--- config.mk ---
export PLATFORM = sky130hd
export DESIGN_NAME = twrb_front
export DESIGN_NICKNAME = d
export VERILOG_FILES = /design/src/rtl/timestamp_watermark_reorder_buffer_top_assert.svh /design/src/rtl/twrb_pkg.sv /design/src/rtl/twrb_front.sv
export SDC_FILE = /design/constraint.sdc
export NUM_CORES = 1
export LEC_CHECK = 0
export BUFFER_PORTS_ARGS = -buffer_cell sky130_fd_sc_hd__buf_2
export CAP_MARGIN = 10
export CORE_MARGIN = 3
export CORE_UTILIZATION = 60
export DETAILED_ROUTE_END_ITERATION = 10
export PLACE_DENSITY_LB_ADDON = 0.25
export SLEW_MARGIN = 20
export SYNTH_ARGS = -nofsm -noshare
export SYNTH_HDL_FRONTEND = slang
export SYNTH_SLANG_ARGS = --single-unit
export TNS_END_PERCENT = 5
--- constraint.sdc ---
create_clock -name clk -period 8.17 [get_ports clk]
set_input_delay 0.817 -clock clk [delete_from_list [all_inputs] [get_ports clk]]
set_output_delay 0.817 -clock clk [all_outputs]
set_load 0.02 [all_outputs]
--- src/rtl/timestamp_watermark_reorder_buffer_top_assert.svh ---
// ----------------------------------------------------------------------------
// timestamp_watermark_reorder_buffer_top assertion macros
// Shared forms for the concurrent checks of the reorder buffer top level.
// ----------------------------------------------------------------------------
`ifndef TIMESTAMP_WATERMARK_REORDER_BUFFER_TOP_ASSERT_SVH
`define TIMESTAMP_WATERMARK_REORDER_BUFFER_TOP_ASSERT_SVH

// condition holds at every edge out of reset
`define TWRB_ASSERT_ALWAYS(label, cond, msg) \
	label: assert property (@(posedge clk) disable iff (!arst_n) (cond)) else $error(msg);

// consequent holds in the cycle after the antecedent
`define TWRB_ASSERT_NEXT(label, ante, cons, msg) \
	label: assert property (@(posedge clk) disable iff (!arst_n) (ante) |=> (cons)) else $error(msg);

`endif

--- src/rtl/twrb_pkg.sv ---
// ----------------------------------------------------------------------------
// twrb_pkg
// Types, widths and constants shared by the watermark reorder buffer.
// ----------------------------------------------------------------------------
`timescale 1ns / 1ps

package twrb_pkg;

	localparam int PENDING_DEPTH = 32;
	localparam int RESULT_LIMIT  = 32;
	localparam int QUEUE_DEPTH   = 2;

	localparam int CNT_W   = $clog2(PENDING_DEPTH + 1);
	localparam int REL_W   = $clog2(RESULT_LIMIT + 1);
	localparam int STAMP_W = 62;
	localparam int ARR_W   = 63;
	localparam int TAG_W   = 16;
	localparam int LVL_W   = 3;
	localparam int WMS_W   = 16;
	localparam int CAP_W   = 6;
	// 65535 ms in ns needs 36 bits
	localparam int WIN_W   = 46;
	localparam int CMP_W   = 8;
	localparam int PADDR_W = 4;
	localparam int DATA_W  = 32;

	localparam logic [STAMP_W-1:0] NS_PER_SECOND = 62'd1000000000;
	localparam logic [WIN_W-1:0]   NS_PER_MS     = 46'd1000000;
	localparam logic [CAP_W-1:0]   CAP_RESET     = 6'd32;

	localparam logic KIND_RECORD = 1'b0;
	localparam logic KIND_FLUSH  = 1'b1;

	localparam logic [1:0] REG_LEVEL_FLOOR = 2'd0;
	localparam logic [1:0] REG_WINDOW      = 2'd1;
	localparam logic [1:0] REG_CAPACITY    = 2'd2;

	typedef struct packed {
		logic               kind;
		logic [LVL_W-1:0]   level;
		logic [31:0]        stamp_seconds;
		logic [29:0]        stamp_nanos;
		logic [ARR_W-1:0]   arrival_ns;
		logic [TAG_W-1:0]   record_tag;
	} in_t;

	typedef struct packed {
		logic [STAMP_W-1:0] out_stamp_ns;
		logic [ARR_W-1:0]   out_arrival_ns;
		logic [TAG_W-1:0]   out_tag;
		logic               last_of_run;
	} out_t;

	typedef struct packed {
		logic               flush;
		logic [STAMP_W-1:0] stamp;
		logic [ARR_W-1:0]   arrival;
		logic [TAG_W-1:0]   tag;
	} cmd_t;

	typedef struct packed {
		logic [STAMP_W-1:0] stamp;
		logic [ARR_W-1:0]   arrival;
		logic [TAG_W-1:0]   tag;
	} entry_t;

	typedef struct packed {
		logic [WIN_W-1:0]   win_ns;
		logic [CAP_W-1:0]   capacity_limit;
	} cfg_t;

	typedef struct packed {
		logic [CNT_W-1:0]   count;
	} stat_t;

endpackage

--- src/rtl/twrb_front.sv ---
// ----------------------------------------------------------------------------
// twrb_front
// Input stage: takes items, discards low-level records, forms the timestamp.
// ----------------------------------------------------------------------------
`timescale 1ns / 1ps

module twrb_front (
	input  logic                       clk,
	input  logic                       arst_n,
	input  logic [twrb_pkg::LVL_W-1:0] level_floor,
	input  logic                       in_valid,
	output logic                       in_ready,
	input  twrb_pkg::in_t              in_data,
	output logic                       cmd_valid,
	input  logic                       cmd_ready,
	output twrb_pkg::cmd_t             cmd
);

	twrb_pkg::in_t                  item_s1;
	logic                           valid_s1;
	logic                           keep;
	logic                           advance;
	logic [twrb_pkg::STAMP_W-1:0]   stamp;

	// flushes always pass, records only at or above the level floor
	assign keep = (item_s1.kind == twrb_pkg::KIND_FLUSH) || (item_s1.level >= level_floor);
	assign advance = valid_s1 & (~keep | cmd_ready);
	assign in_ready = ~valid_s1 | advance;
	assign cmd_valid = valid_s1 & keep;

	assign stamp = twrb_pkg::STAMP_W'(item_s1.stamp_seconds) * twrb_pkg::NS_PER_SECOND
		+ twrb_pkg::STAMP_W'(item_s1.stamp_nanos);

	assign cmd.flush   = (item_s1.kind == twrb_pkg::KIND_FLUSH);
	assign cmd.stamp   = stamp;
	assign cmd.arrival = item_s1.arrival_ns;
	assign cmd.tag     = item_s1.record_tag;

	always_ff @(posedge clk or negedge arst_n) begin
		if (!arst_n) begin
			valid_s1 <= 1'b0;
		end else if (in_ready) begin
			valid_s1 <= in_valid;
		end
	end

	always_ff @(posedge clk) begin
		if (in_valid && in_ready) begin
			item_s1 <= in_data;
		end
	end

endmodule

==> flow_summary.toml <==
[worst_setup_path]
worstPathArrival_ns = 7.78
crit_path_end_kind = "output port"
cp-start-kind = "register"
r2r_cells = 9
critPathSlowestCell = "fa_1"
crit_type = "reg2out"
critPathMaxFanout = 5
cp.required_ns = 7.35
cpMostUsedCell = "buf_4"
max_stage_delay_ns = 0.60

[floorplan]
die_area_um2 = 37200
start_util = 0.617
die_h_um = 193
die_w_um = 193
io_pins = 296
core.rowCount = 67
core-area_um2 = 34000

[drt]
drt_wl_total_um = 56200
via_per_inst = 5.38
ant_nets = 0
drc_errors = 0
wl_per_cell_um = 19.3
drtIter0Drc = 912
firstDrtPassIters = 5
via_count = 15600

[place]
gp_congestion = 0.952
dp_hpwl_um = 47000
pre_cts_ws_ns = -0.262
port_buffers = 295

[grt]
track_usage = 0.312
grt_overflow = 0
use_met3 = 0.0661
top_usage_layer = "met2"
gr-usage-met1 = 0.389
grt_start_max_net_pins = 81
antenna_found_initial = 2
grt_pass1_wl_um = 88200
grt_pass1_vias = 16900
use_met2 = 0.538

[clock_tree]
numCtsBuffers = 17
clk_pin_slew_worst_paths_ns = 0.08
htreeDepth = 4
cts-hold-fix-buffers = 0
tritoncts = "done"
cts_buffer_depth = 2
clk_latency_ns = 0.46
clock-sinks = 146
clockRootBuffer = "clkbuf_16"

[outcome]
violations = "setup timing"
status = "finished with violations"

[logic_synthesis]
netlist_instances = 2008
synth-edff-count = 145
netlist_area_um2 = 21000
avgSynthCellArea_um2 = 10.4
synth.yosys.seq_area_share = 0.209
async_flop_share = 0.00685
yosys_warnings = 0
syn_nets = 2762
synthFlopType = "edfxtp_1"
synth_cell_types = 82
yosys_register_bits = 146

[sta]
slew_headroom = 0.281
max_freq_mhz = 116
finalCritPeriodShare = 1.05
skew_ns = 0.0134
rsz0062_at_grt = "yes"
tightest_slew_ns = 1.08
setup_ws_ns = -0.424
final-hold-violation-count = 0
slew_viol_final = 0
period_minus_slack_ns = 8.59
report.final.setup_viol = 25

[run]
maxCapViolCount = 0

[final_layout]
regArea_um2 = 4380
nets = 3197
area_delta_synth_final_pct = 21.3
nFillCells = 2359
multi_input_area_um2 = 14500
drive_gt1_frac = 0.293

[min_path]
hold_class = "in2async"
-- per-stage QoR --
stage          setup TNS (ns)  instances  area [um^2]   util  hold slack, ns
2_1_floorplan               0       2008        21000      -           0.521
3_3_place_gp           -0.611       2816        23600  0.694           0.599
3_5_place_dp            -2.76       2816        23600  0.694           0.596
4_1_cts                 -6.46       2886        25000  0.736          0.0986
5_1_grt                -15.54       2905        25400  0.748           0.102
6_report                -7.50       2905        25400  0.748           0.119
-- logic make-up after synthesis --
logic type / share of synthesized area
fa+ha+maj: 0.472
compound gates: 0.0789
mux: 0.00143
simple gates: 0.0708
xor+xnor: 0.0367
flops: 0.209
buf+inv: 0.132
-- sequential cells by signal, indices dropped and copies added (netlist names) --
signal / flops
cmd: 80
item_s1: 65
valid_s1: 1
-- worst paths after layout --
| check | startpoint | to | slack (ns) |
|---|---|---|---|
| max | item_s1[119] | cmd[135] | -0.42 |
| min | arst_n | valid_s1 | 0.12 |
| max reg2reg | item_s1[141] | item_s1[116] | 4.68 |
| min reg2reg | valid_s1 | valid_s1 | 0.68 |
| max in group asynchronous | arst_n | valid_s1 | 7.97 |
| min in group clk | in_data[137] | item_s1[137] | 0.53 |
-- synth_stat cells, types with 3 or more instances --
library cell	number	share of area
clkbuf_1	12	0.0021
xnor2_1	48	0.020
o21bai_1	5	0.0018
ha_1	289	0.17
o211ai_1	9	0.0032
a21oi_1	80	0.019
and3_1	11	0.0033
or2_2	3	0.00090
nand3_1	22	0.0053
fa_1	313	0.30
nor3_1	16	0.0038
o21ai_2	3	0.0013
buf_2	14	0.0033
a211oi_2	3	0.0018
o21ai_1	13	0.0031
inv_1	526	0.094
nand4_1	24	0.0072
and2_1	8	0.0024
a211oi_1	8	0.0029
a21o_1	35	0.013
nor2_2	4	0.0012
nor2b_1	6	0.0018
edfxtp_1	145	0.21
xor2_1	38	0.016
o21a_1	14	0.0050
or3_1	4	0.0012
nand2b_1	12	0.0036
o31a_1	3	0.0013
mux2i_1	3	0.0014
a31oi_1	5	0.0015
nand2_1	83	0.015
o21ai_0	34	0.0081
nor4_1	5	0.0015
nor3_2	4	0.0019
a21oi_2	3	0.0013
nor2_1	56	0.010
buf_4	89	0.032
-- critical path, delay by kind of cell (launching register included) --
kind,cells,cell delay (ns)
AO/OA/AOI/OAI,4,0.63
flip-flops,1,0.39
buffers and inverters,9,1.20
AND/OR/NAND/NOR,6,1.21
XOR/XNOR,1,0.15
adder cells (fa/ha/maj),8,3.75
-- cell type report --
cell class,count,share of cell area
Antenna cell,1,0.0000985
Clock buffer,17,0.0167
Clock inverter,15,0.00803
Inverter,526,0.0781
Multi-Input combinational cell,1221,0.570
Sequential cell,146,0.172
Tap cell,448,0.0221
Timing Repair Buffer,531,0.132
-- cells in the final DEF, fill, tap and decap left out, types with 35 or more instances in the layout --
cell type and instances:
xnor2_1 41, fa_1 305, inv_1 513, buf_4 252, a21o_1 35, edfxtp_1 145
nor2_1 50, buf_2 269, nand2_1 77, a21oi_1 62, ha_1 266
-- layer usage --
layer | up-vias | routed length (um)
met1 | 7735 | 22100
li1 | 7213 | -
met2 | 520 | 28600
met5 | - | 13
met3 | 145 | 3390
met4 | 2 | 2040
-- repair_timing --
item,in CTS,in global routing
pin swaps,49,46
endpoints found under the setup margin,32,32
setup buffers,38,18
gates resized for setup,111,64
Power is not shown: default switching activity piles up to over one toggle a cycle in this logic, so the estimate is an artifact.
