`config.mk`:
```
export PLATFORM = sky130hd
export DESIGN_NAME = twrb_queue
export DESIGN_NICKNAME = d
export VERILOG_FILES = /design/src/rtl/timestamp_watermark_reorder_buffer_top_assert.svh /design/src/rtl/twrb_pkg.sv /design/src/rtl/twrb_queue.sv
export SDC_FILE = /design/constraint.sdc
export NUM_CORES = 1
export LEC_CHECK = 0
export BUFFER_PORTS_ARGS = -buffer_cell sky130_fd_sc_hd__buf_4
export CAP_MARGIN = 30
export CORE_MARGIN = 4
export CORE_UTILIZATION = 58
export CTS_BUF_LIST = sky130_fd_sc_hd__clkbuf_8
export CTS_CLUSTER_SIZE = 14
export DETAILED_ROUTE_END_ITERATION = 8
export PLACE_DENSITY = 0.93
export SYNTH_ARGS = -nofsm -noshare
export SYNTH_HDL_FRONTEND = slang
export SYNTH_SLANG_ARGS = --single-unit
export TNS_END_PERCENT = 100
```
`constraint.sdc`:
```
create_clock -name clk -period 18.85 [get_ports clk]
set_input_delay 0.9425 -clock clk [delete_from_list [all_inputs] [get_ports clk]]
set_output_delay 0.9425 -clock clk [all_outputs]
set_load 0.03 [all_outputs]
```
`src/rtl/timestamp_watermark_reorder_buffer_top_assert.svh`:
```
// ----------------------------------------------------------------------------
// timestamp_watermark_reorder_buffer_top assertion macros
// Shared forms for the concurrent checks of the reorder buffer top level.
// ----------------------------------------------------------------------------
`ifndef TIMESTAMP_WATERMARK_REORDER_BUFFER_TOP_ASSERT_SVH
`define TIMESTAMP_WATERMARK_REORDER_BUFFER_TOP_ASSERT_SVH

// condition holds at every edge out of reset
`define TWRB_ASSERT_ALWAYS(label, cond, msg) \
	label: assert property (@(posedge clk) disable iff (!arst_n) (cond)) else $error(msg);

// consequent holds in the cycle after the antecedent
`define TWRB_ASSERT_NEXT(label, ante, cons, msg) \
	label: assert property (@(posedge clk) disable iff (!arst_n) (ante) |=> (cons)) else $error(msg);

`endif

```
`src/rtl/twrb_pkg.sv`:
```
// ----------------------------------------------------------------------------
// twrb_pkg
// Types, widths and constants shared by the watermark reorder buffer.
// ----------------------------------------------------------------------------
`timescale 1ns / 1ps

package twrb_pkg;

	localparam int PENDING_DEPTH = 32;
	localparam int RESULT_LIMIT  = 32;
	localparam int QUEUE_DEPTH   = 2;

	localparam int CNT_W   = $clog2(PENDING_DEPTH + 1);
	localparam int REL_W   = $clog2(RESULT_LIMIT + 1);
	localparam int STAMP_W = 62;
	localparam int ARR_W   = 63;
	localparam int TAG_W   = 16;
	localparam int LVL_W   = 3;
	localparam int WMS_W   = 16;
	localparam int CAP_W   = 6;
	// 65535 ms in ns needs 36 bits
	localparam int WIN_W   = 46;
	localparam int CMP_W   = 8;
	localparam int PADDR_W = 4;
	localparam int DATA_W  = 32;

	localparam logic [STAMP_W-1:0] NS_PER_SECOND = 62'd1000000000;
	localparam logic [WIN_W-1:0]   NS_PER_MS     = 46'd1000000;
	localparam logic [CAP_W-1:0]   CAP_RESET     = 6'd32;

	localparam logic KIND_RECORD = 1'b0;
	localparam logic KIND_FLUSH  = 1'b1;

	localparam logic [1:0] REG_LEVEL_FLOOR = 2'd0;
	localparam logic [1:0] REG_WINDOW      = 2'd1;
	localparam logic [1:0] REG_CAPACITY    = 2'd2;

	typedef struct packed {
		logic               kind;
		logic [LVL_W-1:0]   level;
		logic [31:0]        stamp_seconds;
		logic [29:0]        stamp_nanos;
		logic [ARR_W-1:0]   arrival_ns;
		logic [TAG_W-1:0]   record_tag;
	} in_t;

	typedef struct packed {
		logic [STAMP_W-1:0] out_stamp_ns;
		logic [ARR_W-1:0]   out_arrival_ns;
		logic [TAG_W-1:0]   out_tag;
		logic               last_of_run;
	} out_t;

	typedef struct packed {
		logic               flush;
		logic [STAMP_W-1:0] stamp;
		logic [ARR_W-1:0]   arrival;
		logic [TAG_W-1:0]   tag;
	} cmd_t;

	typedef struct packed {
		logic [STAMP_W-1:0] stamp;
		logic [ARR_W-1:0]   arrival;
		logic [TAG_W-1:0]   tag;
	} entry_t;

	typedef struct packed {
		logic [WIN_W-1:0]   win_ns;
		logic [CAP_W-1:0]   capacity_limit;
	} cfg_t;

	typedef struct packed {
		logic [CNT_W-1:0]   count;
	} stat_t;

endpackage

```
`src/rtl/twrb_queue.sv`:
```
// ----------------------------------------------------------------------------
// twrb_queue
// Short command queue between the input stage and the sorted store.
// ----------------------------------------------------------------------------
`timescale 1ns / 1ps

module twrb_queue (
	input  logic           clk,
	input  logic           arst_n,
	input  logic           push_valid,
	output logic           push_ready,
	input  twrb_pkg::cmd_t push_cmd,
	output logic           pop_valid,
	input  logic           pop_ready,
	output twrb_pkg::cmd_t pop_cmd
);

	localparam int PTR_W  = $clog2(twrb_pkg::QUEUE_DEPTH);
	localparam int FILL_W = $clog2(twrb_pkg::QUEUE_DEPTH + 1);

	twrb_pkg::cmd_t     slots_q [twrb_pkg::QUEUE_DEPTH];
	logic [PTR_W-1:0]   wr_q;
	logic [PTR_W-1:0]   rd_q;
	logic [FILL_W-1:0]  fill_q;
	logic               push;
	logic               pop;

	assign push_ready = (fill_q != FILL_W'(twrb_pkg::QUEUE_DEPTH));
	assign pop_valid  = (fill_q != '0);
	assign pop_cmd    = slots_q[rd_q];
	assign push = push_valid & push_ready;
	assign pop  = pop_valid & pop_ready;

	always_ff @(posedge clk or negedge arst_n) begin
		if (!arst_n) begin
			wr_q   <= '0;
			rd_q   <= '0;
			fill_q <= '0;
		end else begin
			if (push) begin
				wr_q <= (wr_q == PTR_W'(twrb_pkg::QUEUE_DEPTH - 1)) ? '0 : wr_q + 1'b1;
			end
			if (pop) begin
				rd_q <= (rd_q == PTR_W'(twrb_pkg::QUEUE_DEPTH - 1)) ? '0 : rd_q + 1'b1;
			end
			if (push && !pop) begin
				fill_q <= fill_q + 1'b1;
			end else if (pop && !push) begin
				fill_q <= fill_q - 1'b1;
			end
		end
	end

	always_ff @(posedge clk) begin
		if (push) begin
			slots_q[wr_q] <= push_cmd;
		end
	end

endmodule

```
==> results.py, run 1 <==
metrics = {
    "run_status": {
        "status": "completed",
    },
    "cells_and_area": {
        "area_growth_pct": 30.7,
        "fin_util": 0.775,
        "fin_nets": 934,
        "n_antenna_cell": 0,
        "drive_gt1_frac": 0.604,
    },
    "global_route": {
        "busiest_layer": "met2",
        "grt_util_all_layers": 0.205,
        "grt_pass1_vias": 5966,
        "grt_pass1_wl_um": 31900,
        "grt_max_degree": 76,
        "grtUsageMet2": 0.358,
        "grt_use_met1": 0.243,
        "antenna_found_initial": 0,
        "grt-ovfl-total": 0,
        "met3_usage": 0.0609,
    },
    "power": {
        "p_sw_frac": 0.349,
        "p_leak_nw": 5.52,
        "clkPwrFrac": 0.203,
        "vdd_ir_drop_max_v": 0.000196,
        "p_int_mw": 1.54,
        "seq_power_share": 0.388,
        "switchingPower_mw": 0.828,
        "power.density_nw_per_um2": 169,
        "power_frac_comb": 0.408,
    },
    "sta": {
        "slew-limit-headroom": 0.331,
        "clock_skew_ps": 17.5,
        "max_freq_mhz": 314,
        "final_max_slew_viol_count": 0,
        "setup_tns_ps": 0,
        "period_share": 0.169,
        "finalCriticalPeriod_ps": 3180,
        "hold_viol": 0,
        "worst_pin_slew_ps": 1000,
        "setup_viol": 0,
        "rsz0062_at_grt": "false",
    },
    "logic_synthesis": {
        "yosysMostFrequentCell": "edfxtp_1",
        "synth_top_area_share": 0.796,
        "synth_seq_cells": 288,
        "async_reset_ff_frac": 0.0139,
        "ys_top_cells_by_area": "edfxtp_1 80%, mux2_4 9.8%, mux2_2 7.6%, buf_6 0.95%, dfrtp_1 0.93%",
        "ys_top_cells_by_count": "284 x edfxtp_1, 72 x mux2_2, 70 x mux2_4",
        "netlist_area_um2": 10700,
        "ys_warn_count": 0,
        "synth_cell_types": 15,
        "yosys.area.top_type": "edfxtp_1",
        "syn_inst": 460,
        "ys.flop_type": "edfxtp_1",
        "ys_seq_area_frac": 0.805,
        "synth-edff-count": 284,
        "syn-num-nets": 607,
        "postSynthAreaPerCell_um2": 23.3,
    },
    "clocking": {
        "ctsHoldBuffers": 0,
        "cts_tree": "yes",
        "cts.sinks": 288,
        "cts_max_level": 2,
        "clockRootBuffer": "clkbuf_8",
        "cts_buffers": 44,
        "path_clk_slew_ps": 60,
        "insertion_delay_ps": 530,
        "post_cts_buffers": 0,
        "clock_path_buffers": 3,
        "cts_resized": 0,
    },
    "worst_setup_path": {
        "r2r-start": "fill_q[0]$_DFFE_PN0P_",
        "crit_path_top_delay_cell": "dfrtp_4",
        "worst_path_most_repeated_cell": "buf_4",
        "crit_required_ps": 17910,
        "crit_start": "rd_q$_DFFE_PN0P_",
        "end_kind": "output port",
        "start_kind": "register",
        "reg2reg_depth": 3,
        "crit_path_cell_trace": "buf_4 -> buf_16 -> mux2_2 -> buf_4",
        "r2r_slack_ps": 16010,
        "worstSetupPathType": "reg -> out",
        "critical_path.max_stage_delay_ps": 480,
        "critPathMaxFanout": 46,
        "arrival_ps": 2240,
    },
    "detailed_routing": {
        "wirelength_um": 22300,
        "wl_per_cell_um": 21.3,
        "vias": 5532,
        "ant_nets": 0,
        "drt_iter0_drc": 324,
        "drt_pass1_iterations": 4,
        "vias_per_cell": 5.28,
        "drc": 0,
    },
    "floorplanning": {
        "ios": 290,
        "start_util": 0.593,
        "coreArea_um2": 18100,
        "die-area_um2": 20700,
        "fp.dieH_um": 144,
        "die_w_um": 144,
        "rows": 49,
    },
    "min_path": {
        "hp-class": "in -> async",
    },
    "flow_run": {
        "drv_cap": 0,
    },
    "placed_design": {
        "io_buffers": 289,
        "gp_congestion": 0.792,
        "dp_hpwl_um": 15100,
    },
}
state kept, by name (all words and copies together) (netlist names):
signal,cells
slots_q,284
fill_q,2
rd_q,1
wr_q,1
per-layer routing:
metal,share of wire,wire [µm]
met1,0.37,8130
met2,0.52,11600
met3,0.089,1990
met4,0.027,603
met5,0,0
per-stage QoR:
stage               total power [mW]  cells  cell area [µm²]  worst slack (ps)  hold WS, ps
floorplan                       1.60    460            10700             11260          456
global placement                1.85    967            13100             15640          473
detailed placement              1.89    967            13100             15530          485
CTS                             2.38   1045            13900             15370          173
global route                    2.47   1048            14000             15550          175
finish                          2.37   1048            14000             15670          216
worst max-delay path, delay by kind of cell, from the launching register on:
family | cells | cell delay (ps)
buffers and inverters | 3 | 840
flip-flops | 1 | 480
multiplexers | 1 | 390
power by group through the flow:
stage / Clock (mW) / Sequential (mW) / Combinational, mW
6_report: 0.482 / 0.920 / 0.968
4_1_cts: 0.495 / 0.922 / 0.965
3_5_place_dp: 0 / 0.934 / 0.961
5_1_grt: 0.527 / 0.930 / 1.01
2_1_floorplan: 0 / 0.940 / 0.662
3_3_place_gp: 0 / 0.919 / 0.936
cell type report:
cell class                 count  area, µm²
sequential                   288       8630
fill                         960       4080
timing repair buffer         297       2290
multi-input combinational    155       1960
clock buffer                  45        619
tap                          229        287
clock inverter                33        215
inverter                       1       3.75
placed cells by master (no fill, tap or decap):
master      count
clkinv_1        9
xor2_1          2
dfrtp_4         1
buf_4         294
xnor2_1         3
clkbuf_8       45
bufinv_16       3
dfrtp_1         3
nand2b_1        1
inv_1          18
clkinvlp_4      3
or2_2           1
ha_1            1
mux2_2         72
nor2_4          1
nand2_1         2
edfxtp_1      284
nor2_1          1
mux2_4         70
buf_16          3
clkinv_2        1
and3_4          1
kinds of logic after synthesis:
| group | share of synthesized area |
|---|---|
| xor+xnor | 0.00409 |
| simple gates | 0.00315 |
| mux | 0.174 |
| fa+ha+maj | 0.00117 |
| flops | 0.805 |
| buf+inv | 0.0131 |
worst paths after layout:
check                                      endpoint
max in group asynchronous          rd_q$_DFFE_PN0P_
max                                    pop_cmd[130]
max reg2reg                slots_q[1][14]$_DFFE_PP_
min                                wr_q$_DFFE_PN0P_
min in group clk              fill_q[1]$_DFFE_PN0P_
min reg2reg                   fill_q[1]$_DFFE_PN0P_
No activity file was read; power rests on OpenSTA's default activity.
==> run 2, diff against run 1 <==
Settings changed: CORE_UTILIZATION 58 to 54, PLACE_DENSITY 0.93 to 0.88.
Clock period 18.85 ns to 3.14 ns, I/O delays scaled along.
==> results.py, run 2 (same netlist as run 1, synthesis figures left out) <==
metrics = {
    "placed_design": {
        "dp_cells": 1009,
        "dp_hpwl_um": 15300,
        "gp_congestion": 0.756,
        "dpl_worst_slack_ps": 1170,
        "io_buffers": 289,
    },
    "global_route": {
        "grt_max_degree": 78,
        "met3_usage": 0.0732,
        "antenna_found_initial": 6,
        "grt_pass1_vias": 7023,
        "grt_use_met1": 0.261,
        "grt-ovfl-total": 0,
        "grt_pass1_wl_um": 39800,
        "grtUsageMet2": 0.430,
        "busiest_layer": "met2",
        "grt_util_all_layers": 0.236,
    },
    "cells_and_area": {
        "layout_commonest_cell": "buf_4",
        "multi_input_area_um2": 1980,
        "reg_top3": "slots_q x284, fill_q x2",
        "fill_cells": 977,
        "largest-register": "slots_q",
        "ff_latch_area_um2": 8630,
        "fin_nets": 1084,
        "drive_gt1_frac": 0.513,
        "area_growth_pct": 44.2,
        "stdcell_count": 1233,
        "largest_reg_flops": 284,
        "layout_common_cells": "295 x buf_4, 284 x edfxtp_1, 146 x dlygate4sd3_1",
    },
    "clocking": {
        "cts_resized": 0,
        "clock_path_buffers": 3,
        "cts_buffers": 45,
        "insertion_delay_ps": 540,
        "clockRootBuffer": "clkbuf_8",
        "cts.sinks": 288,
        "cts_tree": "yes",
        "path_clk_slew_ps": 60,
        "cts_max_level": 2,
    },
    "detailed_routing": {
        "wirelength_um": 26900,
        "wl_per_cell_um": 21.9,
        "ant_nets": 0,
        "drt_pass1_iterations": 4,
        "drc": 0,
        "drt_iter0_drc": 229,
        "vias": 6242,
        "vias_per_cell": 5.06,
    },
    "min_path": {
        "hp-class": "in -> reg",
    },
    "sta": {
        "period_share": 0.807,
        "slew-limit-headroom": 0.523,
        "final_max_slew_viol_count": 0,
        "setup_tns_ps": 0,
        "setup_viol": 0,
        "hold_viol": 0,
        "rsz0062_at_grt": "false",
        "clock_skew_ps": 17.1,
        "finalCriticalPeriod_ps": 2530,
        "fin_hold_ws_ps": 347,
        "worst_pin_slew_ps": 715,
        "max_freq_mhz": 395,
        "fin_ws_ps": 606,
    },
    "worst_setup_path": {
        "critical_path.max_stage_delay_ps": 900,
        "critPathMaxFanout": 41,
        "crit_family": "flip-flops",
        "crit_path_top_delay_cell": "dfrtp_4",
        "worst_path_most_repeated_cell": "buf_4",
        "worstSetupPathType": "reg -> out",
        "crit_path_cell_trace": "buf_4 -> mux2_2 -> buf_4",
        "crit_required_ps": 2980,
        "arrival_ps": 2380,
        "end_kind": "output port",
        "cp_num_buf_inv": 2,
        "start_kind": "register",
    },
    "floorplanning": {
        "die_w_um": 149,
        "die-area_um2": 22200,
        "ios": 290,
        "coreArea_um2": 19500,
        "fp.dieH_um": 149,
        "start_util": 0.549,
        "rows": 51,
    },
    "power": {
        "vdd_ir_drop_max_v": 0.000662,
        "p_leak_nw": 6.11,
        "power.density_nw_per_um2": 926,
    },
    "run_status": {
        "status": "completed",
    },
    "flow_run": {
        "drv_cap": 0,
    },
}
run 2: cell count changes in the layout (fill, tap and decap cells not counted), moves of 3 or more:
| cell | previous run | this run |
|---|---|---|
| diode_2 | 0 | 4 |
| clkinvlp_4 | 3 | 0 |
| dlygate4sd3_1 | 0 | 146 |
| buf_12 | 0 | 5 |
| buf_16 | 3 | 0 |
| bufinv_16 | 3 | 0 |
run 2: stage by stage:
step | power [mW] | utilization | cell area, µm²
global placement | 11.3 | 0.679 | 13300
global route | 14.9 | 0.792 | 15500
CTS | 14.3 | 0.791 | 15500
detailed placement | 11.5 | 0.679 | 13300
floorplan | 9.52 | - | 10700
finish | 14.3 | 0.792 | 15500
run 2: cell type report:
cell class                      count  share of cell area
Tap cell                          265              0.0214
Sequential cell                   288               0.558
Multi-Input combinational cell    155               0.128
Antenna cell                        4            0.000647
Clock buffer                       45              0.0401
Timing Repair Buffer              446               0.244
Clock inverter                     29             0.00720
Inverter                            1            0.000243
run 2: routing by layer:
layer  part of all wire  up-vias  wire length [µm]
li1                   -     2789                 -
met1               0.36     3093              9610
met2               0.54      291             14500
met3              0.074       65              2010
met4              0.032        4               869
met5            0.00052        -                14
run 2: power breakdown:
| group | internal [mW] | leakage [nW] | switching, mW |
|---|---|---|---|
| logic | 2.56 | 2.99 | 3.43 |
| registers | 5.26 | 2.68 | 0.389 |
| clock network | 1.32 | 0.441 | 1.37 |
| total | 9.14 | 6.11 | 5.18 |
run 2: worst paths after layout:
kind	cells after the start	end	slack, ps	from
worst min-delay path	2	slots_q[0][64]$_DFFE_PP_	350	push_cmd[64]
min in group asynchronous	3	fill_q[0]$_DFFE_PN0P_	610	arst_n
max in group asynchronous	3	rd_q$_DFFE_PN0P_	2310	arst_n
worst min register to register	1	wr_q$_DFFE_PN0P_	570	wr_q$_DFFE_PN0P_
worst max-delay path	3	pop_cmd[121]	610	rd_q$_DFFE_PN0P_
worst max register to register	3	slots_q[1][118]$_DFFE_PP_	1320	fill_q[0]$_DFFE_PN0P_
run 2: what timing repair did:
item                                   4_1_cts  5_1_grt
hold buffers                               146        0
endpoints found under the hold margin      290        0
buffers inserted                             0        0
